===== config.mk =====
export PLATFORM = sky130hd
export DESIGN_NAME = flash_subrequest_queue_unit
export DESIGN_NICKNAME = d
export VERILOG_FILES = /design/src/design/fsq_pkg.sv /design/src/design/fsq_ram.sv /design/src/design/flash_subrequest_queue_unit.sv
export SDC_FILE = /design/constraint.sdc
export NUM_CORES = 2
export LEC_CHECK = 0
export ABC_AREA = 0
export BUFFER_PORTS_ARGS = -buffer_cell sky130_fd_sc_hd__buf_2
export CAP_MARGIN = 0
export CORE_UTILIZATION = 35
export CTS_BUF_LIST = sky130_fd_sc_hd__clkbuf_8
export DETAILED_ROUTE_END_ITERATION = 7
export PLACE_DENSITY = 0.58
export SLEW_MARGIN = 20
export SYNTH_ARGS = -nofsm -noshare
export SYNTH_HDL_FRONTEND = slang
export SYNTH_SLANG_ARGS = --single-unit

===== constraint.sdc =====
create_clock -name clk -period 10.7 [get_ports clk]
set_input_delay 1.07 -clock clk [delete_from_list [all_inputs] [get_ports clk]]
set_output_delay 1.07 -clock clk [all_outputs]
set_load 0.02 [all_outputs]

===== src/design/fsq_pkg.sv =====
`timescale 1ns / 1ps
// ----------------------------------------------------------------------------
// fsq_pkg
// shared constants, codes and widths of the flash sub-request queue
// ----------------------------------------------------------------------------
package fsq_pkg;

  localparam int QUEUE_DEPTH_DEF = 16;
  localparam int TAG_BITS_DEF    = 8;

  localparam int OP_W     = 3;
  localparam int STATUS_W = 2;
  localparam int IN_W     = 80;
  localparam int OUT_W    = 88;

  localparam logic [OP_W-1:0] OP_PUSH_TAIL = 3'd0;
  localparam logic [OP_W-1:0] OP_PUSH_HEAD = 3'd1;
  localparam logic [OP_W-1:0] OP_REMOVE    = 3'd2;
  localparam logic [OP_W-1:0] OP_CONFLICT  = 3'd3;
  localparam logic [OP_W-1:0] OP_TARGET    = 3'd4;
  localparam logic [OP_W-1:0] OP_READ      = 3'd5;

  localparam logic [STATUS_W-1:0] ST_DONE = 2'd0;
  localparam logic [STATUS_W-1:0] ST_MISS = 2'd1;
  localparam logic [STATUS_W-1:0] ST_FULL = 2'd2;

  typedef struct packed {
    logic [32:0] loc;
    logic [31:0] lpn;
    logic [7:0]  tag;
  } entry_t;

endpackage


===== src/design/fsq_ram.sv =====
`timescale 1ns / 1ps
// ----------------------------------------------------------------------------
// fsq_ram
// generic single-write, single-read ram with registered read data
// ----------------------------------------------------------------------------
module fsq_ram #(
  parameter int WIDTH = 8,
  parameter int DEPTH = 16
) (
  input  logic                     clk,
  input  logic                     we,
  input  logic [$clog2(DEPTH)-1:0] waddr,
  input  logic [WIDTH-1:0]         wdata,
  input  logic [$clog2(DEPTH)-1:0] raddr,
  output logic [WIDTH-1:0]         rdata
);
  logic [WIDTH-1:0] mem [DEPTH];

  always_ff @(posedge clk) begin
    if (we) begin
      mem[waddr] <= wdata;
    end
    rdata <= mem[raddr];
  end
endmodule


===== src/design/flash_subrequest_queue_unit.sv =====
`timescale 1ns / 1ps
// ----------------------------------------------------------------------------
// flash_subrequest_queue_unit
// ordered queue of flash sub-requests with remove by tag, read by position
// and in-order conflict and target search through one shared compare unit
// ----------------------------------------------------------------------------
// flow: push, unused code and read past occupancy go from idle straight to
// the result; read, remove and searches pass through a read state and a
// compare state per entry visited, one entry per visit through the single
// ram read port, and a miss ends in one more read state past the last entry
// throughput: one request at a time, next request taken after the result
// is accepted
// reset: queue empty, order list back to identity, no result pending
module flash_subrequest_queue_unit #(
  parameter int QUEUE_DEPTH = fsq_pkg::QUEUE_DEPTH_DEF,
  parameter int TAG_BITS    = fsq_pkg::TAG_BITS_DEF
) (
  input  logic                        clk,
  input  logic                        rst,
  input  logic                        s_axis_tvalid,
  output logic                        s_axis_tready,
  // entry_tag, logical_page, channel_id, lun_id, plane_id, block_id,
  // page_id, block_any, page_any, position, zero fill
  input  logic [fsq_pkg::IN_W-1:0]    s_axis_tdata,
  // operation
  input  logic [fsq_pkg::OP_W-1:0]    s_axis_tuser,
  output logic                        m_axis_tvalid,
  input  logic                        m_axis_tready,
  // match_tag, match_page_number, match_channel, match_lun, match_plane,
  // match_block, match_page, match_position, occupancy, empty_flag, zero fill
  output logic [fsq_pkg::OUT_W-1:0]   m_axis_tdata,
  // status
  output logic [fsq_pkg::STATUS_W-1:0] m_axis_tuser
);
  import fsq_pkg::*;

  localparam int IDX_W = $clog2(QUEUE_DEPTH);
  localparam int CNT_W = $clog2(QUEUE_DEPTH + 1);
  localparam int TW    = (TAG_BITS < 8) ? TAG_BITS : 8;
  localparam logic [7:0] TAG_MASK = 8'((16'd1 << TW) - 16'd1);

  typedef enum logic [2:0] {S_IDLE, S_RD, S_CMP, S_OUT} state_t;

  state_t state;
  logic [IDX_W-1:0] order [QUEUE_DEPTH];
  logic [CNT_W-1:0] count;
  logic [CNT_W-1:0] idx;
  logic [OP_W-1:0]  op;
  entry_t           req;
  logic [2:0]       req_plane_q;
  logic             blk_any, pg_any;
  logic [STATUS_W-1:0] status;
  entry_t           hit_e;
  logic [3:0]       hit_pos;

  entry_t           in_e;
  entry_t           rd_e;
  logic             ram_we;
  logic [IDX_W-1:0] ram_raddr;
  logic             hit;
  logic             push_ok;
  logic [IDX_W-1:0] free_slot;
  logic [IDX_W-1:0] cur_slot;

  assign in_e.tag = s_axis_tdata[7:0] & TAG_MASK;
  assign in_e.lpn = s_axis_tdata[39:8];
  assign in_e.loc = {s_axis_tdata[43:40], s_axis_tdata[47:44], s_axis_tdata[50:48],
                     s_axis_tdata[62:51], s_axis_tdata[72:63]};

  assign free_slot = order[count[IDX_W-1:0]];
  assign cur_slot  = order[idx[IDX_W-1:0]];
  assign push_ok   = 32'(count) < 32'(QUEUE_DEPTH);
  assign ram_we    = (state == S_IDLE) && s_axis_tvalid && s_axis_tready &&
                     (s_axis_tuser == OP_PUSH_TAIL || s_axis_tuser == OP_PUSH_HEAD) &&
                     push_ok;
  assign ram_raddr = cur_slot;
  assign req_plane_q = req.loc[24:22];

  fsq_ram #(.WIDTH($bits(entry_t)), .DEPTH(QUEUE_DEPTH)) u_store (
    .clk   (clk),
    .we    (ram_we),
    .waddr (free_slot),
    .wdata (in_e),
    .raddr (ram_raddr),
    .rdata (rd_e)
  );

  always_comb begin
    unique case (op)
      OP_REMOVE:   hit = (rd_e.tag == req.tag);
      OP_CONFLICT: hit = (rd_e.tag == req.tag) || (rd_e.lpn == req.lpn) ||
                         (rd_e.loc == req.loc);
      OP_TARGET:   hit = (rd_e.loc[24:22] == req_plane_q) &&
                         (blk_any || rd_e.loc[21:10] == req.loc[21:10]) &&
                         (pg_any || rd_e.loc[9:0] == req.loc[9:0]);
      OP_READ:     hit = 1'b1;
      default:     hit = 1'b0;
    endcase
  end

  always_ff @(posedge clk) begin
    if (rst) begin
      state <= S_IDLE;
      count <= '0;
      for (int j = 0; j < QUEUE_DEPTH; j++) begin
        order[j] <= IDX_W'(j);
      end
    end else begin
      unique case (state)
        S_IDLE: begin
          if (s_axis_tvalid) begin
            op      <= s_axis_tuser;
            req     <= in_e;
            blk_any <= s_axis_tdata[73];
            pg_any  <= s_axis_tdata[74];
            hit_e   <= '0;
            hit_pos <= '0;
            if (s_axis_tuser == OP_PUSH_TAIL || s_axis_tuser == OP_PUSH_HEAD) begin
              idx   <= '0;
              state <= S_OUT;
              if (!push_ok) begin
                status <= ST_FULL;
              end else begin
                status <= ST_DONE;
                count  <= count + CNT_W'(1);
                if (s_axis_tuser == OP_PUSH_HEAD) begin
                  for (int j = 1; j < QUEUE_DEPTH; j++) begin
                    if (32'(j) <= 32'(count)) begin
                      order[j] <= order[j-1];
                    end
                  end
                  order[0] <= free_slot;
                end
              end
            end else if (s_axis_tuser == OP_READ &&
                         32'(s_axis_tdata[78:75]) < 32'(count)) begin
              status <= ST_MISS;
              idx    <= CNT_W'(s_axis_tdata[78:75]);
              state  <= S_RD;
            end else if (s_axis_tuser == OP_REMOVE || s_axis_tuser == OP_CONFLICT ||
                         s_axis_tuser == OP_TARGET) begin
              status <= ST_MISS;
              idx    <= '0;
              state  <= S_RD;
            end else begin
              status <= ST_MISS;
              idx    <= '0;
              state  <= S_OUT;
            end
          end
        end
        S_RD: begin
          if (idx >= count) begin
            state <= S_OUT;
          end else begin
            state <= S_CMP;
          end
        end
        S_CMP: begin
          if (hit) begin
            status  <= ST_DONE;
            hit_e   <= rd_e;
            hit_pos <= 4'(idx);
            state   <= S_OUT;
            if (op == OP_REMOVE) begin
              count <= count - CNT_W'(1);
              for (int j = 0; j < QUEUE_DEPTH - 1; j++) begin
                if (32'(j) >= 32'(idx) && 32'(j) + 1 < 32'(count)) begin
                  order[j] <= order[j+1];
                end
              end
              order[IDX_W'(count - CNT_W'(1))] <= cur_slot;
            end
          end else begin
            idx   <= idx + CNT_W'(1);
            state <= S_RD;
          end
        end
        S_OUT: begin
          if (m_axis_tready) begin
            state <= S_IDLE;
          end
        end
        default: state <= S_IDLE;
      endcase
    end
  end

  assign s_axis_tready = (state == S_IDLE);
  assign m_axis_tvalid = (state == S_OUT);
  assign m_axis_tuser  = status;
  assign m_axis_tdata  = {5'd0, (count == '0), 5'(count), hit_pos, hit_e.loc[9:0],
                          hit_e.loc[21:10], hit_e.loc[24:22], hit_e.loc[28:25],
                          hit_e.loc[32:29], hit_e.lpn, hit_e.tag};
endmodule


==> key figures <==
Outcome
  – Status: finished clean

Clock tree
  – CTS tree: yes
  – Worst-path clk slew: 0.06 ns
  – Clock sinks: 1,482
  – Longest Clk Path Bufs: 3
  – Worst-Skew Late Latency: 0.97 ns
  – Post-CTS resize count: 0
  – Number of hold buffers added after CTS: 0
  – H-tree depth: 4
  – Total CTS buffers: 234
  – CTS root buf: clkbuf_8
  – Post-CTS Setup Bufs: 0

Worst setup path
  – WP depth: 6
  – CP peak stage delay: 1.00 ns
  – Buf+Inv Stages, Crit Path: 2
  – Slowest CP cell: dfxtp_1
  – Worst setup EP type: register
  – Worst flop-to-flop path endpoint: u_store.mem[8][67]
  – Largest delay contributor family on the critical path: simple AND/OR/NAND/NOR gates
  – CP arrival: 5.74 ns
  – Flop2flop setup slack: 5.48 ns
  – Critical Path, Cell by Cell: mux4_2 -> mux4_2 -> or3_1 -> nor2_4 -> buf_4 -> buf_4
  – Setup CP Type: register to register
  – CP Max Fanout: 31
  – Critical Path Start Type: register
  – CP required: 11.22 ns
  – R2R cell count: 6
  – CP Capture Point: u_store.mem[8][67]

Floorplan
  – IO Pins: 179
  – Core Region: 0.163 sq mm
  – Initial Util: 35.4%
  – Full die area: 0.167 sq mm
  – Die Wd: 408 microns
  – Die Span Y: 408 microns
  – Cell Rows: 148

Route
  – Vias per cell: 5.35
  – DRT iter0 DRCs: 3,244
  – ANT nets after route: 0
  – DRC Markers: 0
  – Drt total wl: 156 mm
  – DR WL/cell: 27.7 microns
  – Vias: 30,100
  – DR pass1 iterations: 6

Finish
  – Storage element area: 0.0436 sq mm
  – Syn-to-layout area delta: 14.7%
  – Multi-input logic area: 0.0135 sq mm
  – Filler Cell Count: 14,600
  – Layout cell share with drive strength beyond 1: 27.9%
  – Fin cells: 5,618
  – Nets: 3,331

STA
  – Setup_tns: 0 ns
  – Slew Limit Fails: 0
  – Max Clock Freq: 192 MHz
  – Worst-margin pin slew: 1.12 ns
  – Hold Violations, Final: 0
  – Period utilisation layout: 48.8%
  – RSZ-0062 raised after global routing: no
  – Final Critical Period: 5.22 ns
  – Clock skew: 0.0917 ns
  – Final Setup Violations: 0
  – Slew headroom: 24.9%

Power and ir drop
  – Leakage power: 21.7 nW
  – VDD IR-drop max: 0.131 mV
  – Pwr Total: 14.0 mW
  – Power per cell area: 211 mW/mm^2

Synthesis
  – Number of synthesized flops with an enable pin: 1,394
  – YS warnings: 0
  – Synth Register Bits: 1,482
  – Syn_area_per_cell: 20.0 sq um
  – Yosys top cell by area: edfxtp_1
  – Synth top area share: 72.4%
  – Cells after Synth: 2,898
  – Register area share after synthesis: 75.4%
  – Netlist Area Pre-Place: 0.0578 sq mm
  – Synth cell types: 79
  – Top_reg_cell synth: edfxtp_1
  – Cell with the most instances after synthesis: edfxtp_1
  – Synth area leaders: edfxtp_1, mux4_2, dfxtp_1
  – Top cells by count, synth: edfxtp_1, mux4_2, a22oi_1
  – Ys async rst share: 0%

Place
  – Detailed Place HPWL: 84.2 mm
  – IO Port Bufs: 172
  – Final Wtd Congestion: 0.874
  – Dpl cells: 5,165

Global route
  – Initial antenna violation count: 35
  – Global-route wire length before repair: 223 mm
  – Remaining global-route overflow: 0
  – GRT Total Usage: 18.5%
  – Largest net degree at the start of global routing: 147
  – Vias in the first global route: 30,500

Run
  – Max_cap viols: 0

Hold path
  – Hold Crit Class: input port to register
[routing by layer]
layer,GRT usage (%),share of wire [%],wire (microns)
met1,25.2,42,64900
met2,29.8,49,75500
met3,4.31,8.0,12500
met4,4.43,1.7,2580
met5,0,0.089,138
[sequential cells by signal, indices dropped and copies added, names as in the netlist, named ones only]
register       cells
m_axis_tuser       2
u_store.mem     1168
order             64
m_axis_tdata      73
req               73
op                 3
state              2
blk_any            1
u_store.rdata     73
count              5
hit_pos            4
pg_any             1
idx                5
[worst min-delay path by stage]
stage	from	end	slack (ns)	depth (start not counted)
finish	s_axis_tdata[74]	pg_any	0.33	1
global route	s_axis_tdata[74]	pg_any	0.29	1
CTS	s_axis_tdata[74]	pg_any	0.24	1
detailed placement	u_store.rdata[1]	m_axis_tdata[1]	0.55	1
global placement	u_store.rdata[16]	m_axis_tdata[16]	0.54	1
floorplan	u_store.rdata[11]	m_axis_tdata[11]	0.53	1
[layout by cell type (no fill, tap or decap), types with 9 or more instances in the layout]
cell,count
nor2_4,21
mux2_2,9
and2_1,85
clkinv_2,39
o21ai_0,27
clkbuf_8,264
xor2_1,42
a22oi_1,160
nor4_1,14
xnor2_1,38
nor3_1,17
nand2_1,134
nor2_1,46
buf_2,172
o22ai_1,15
a21o_1,11
bufinv_16,11
a21oi_1,41
buf_4,66
edfxtp_1,1394
inv_1,94
nand3_1,36
clkinv_1,46
nand2b_1,12
mux2i_1,22
mux4_2,328
dfxtp_1,88
and3_1,20
nand4_1,16
ha_1,18
[final cells by class]
type	count	share of cell area [%]
Tap cell	2175	4.10
Inverter	30	0.170
Antenna cell	7	0.0264
Timing Repair Buffer	243	2.22
Multi-Input combinational cell	1235	20.3
Clock buffer	264	5.48
Clock inverter	182	1.89
Sequential cell	1482	65.8
[power by group]
group          switching, mW  internal [mW]  leakage (nW)  total, mW
sequential             0.198           6.61          13.3       6.80
combinational           1.33          0.931          5.57       2.26
clock                   2.36           2.57          2.76       4.92
total                   3.88           10.1          21.7       14.0
[logic make-up (layout without fill, tap and decap cells)]
family | Yosys count | after routing | synth area share, %
xor gates and xnor gates | 80 | 80 | 1.21
other | 1 | 12 | 0.00648
DFF | 1482 | 1482 | 75.4
AOI/OAI and AO/OA | 333 | 333 | 4.16
buffers and inverters | 185 | 719 | 1.60
adders and majority gates | 18 | 18 | 0.389
muxes | 362 | 362 | 13.4
and+or+nand+nor | 437 | 437 | 3.82
[metrics by stage]
stage / instance area [sq um] / utilization, % / setup WS [ns] / hold WS, ns
2_1_floorplan: 57800 / - / 2.37 / 0.527
3_3_place_gp: 61300 / 37.6 / 5.47 / 0.540
3_5_place_dp: 61400 / 37.6 / 5.42 / 0.550
4_1_cts: 66300 / 40.6 / 5.35 / 0.235
5_1_grt: 66300 / 40.6 / 5.29 / 0.285
6_report: 66300 / 40.6 / 5.48 / 0.329
(Power assumes the default switching activity.)
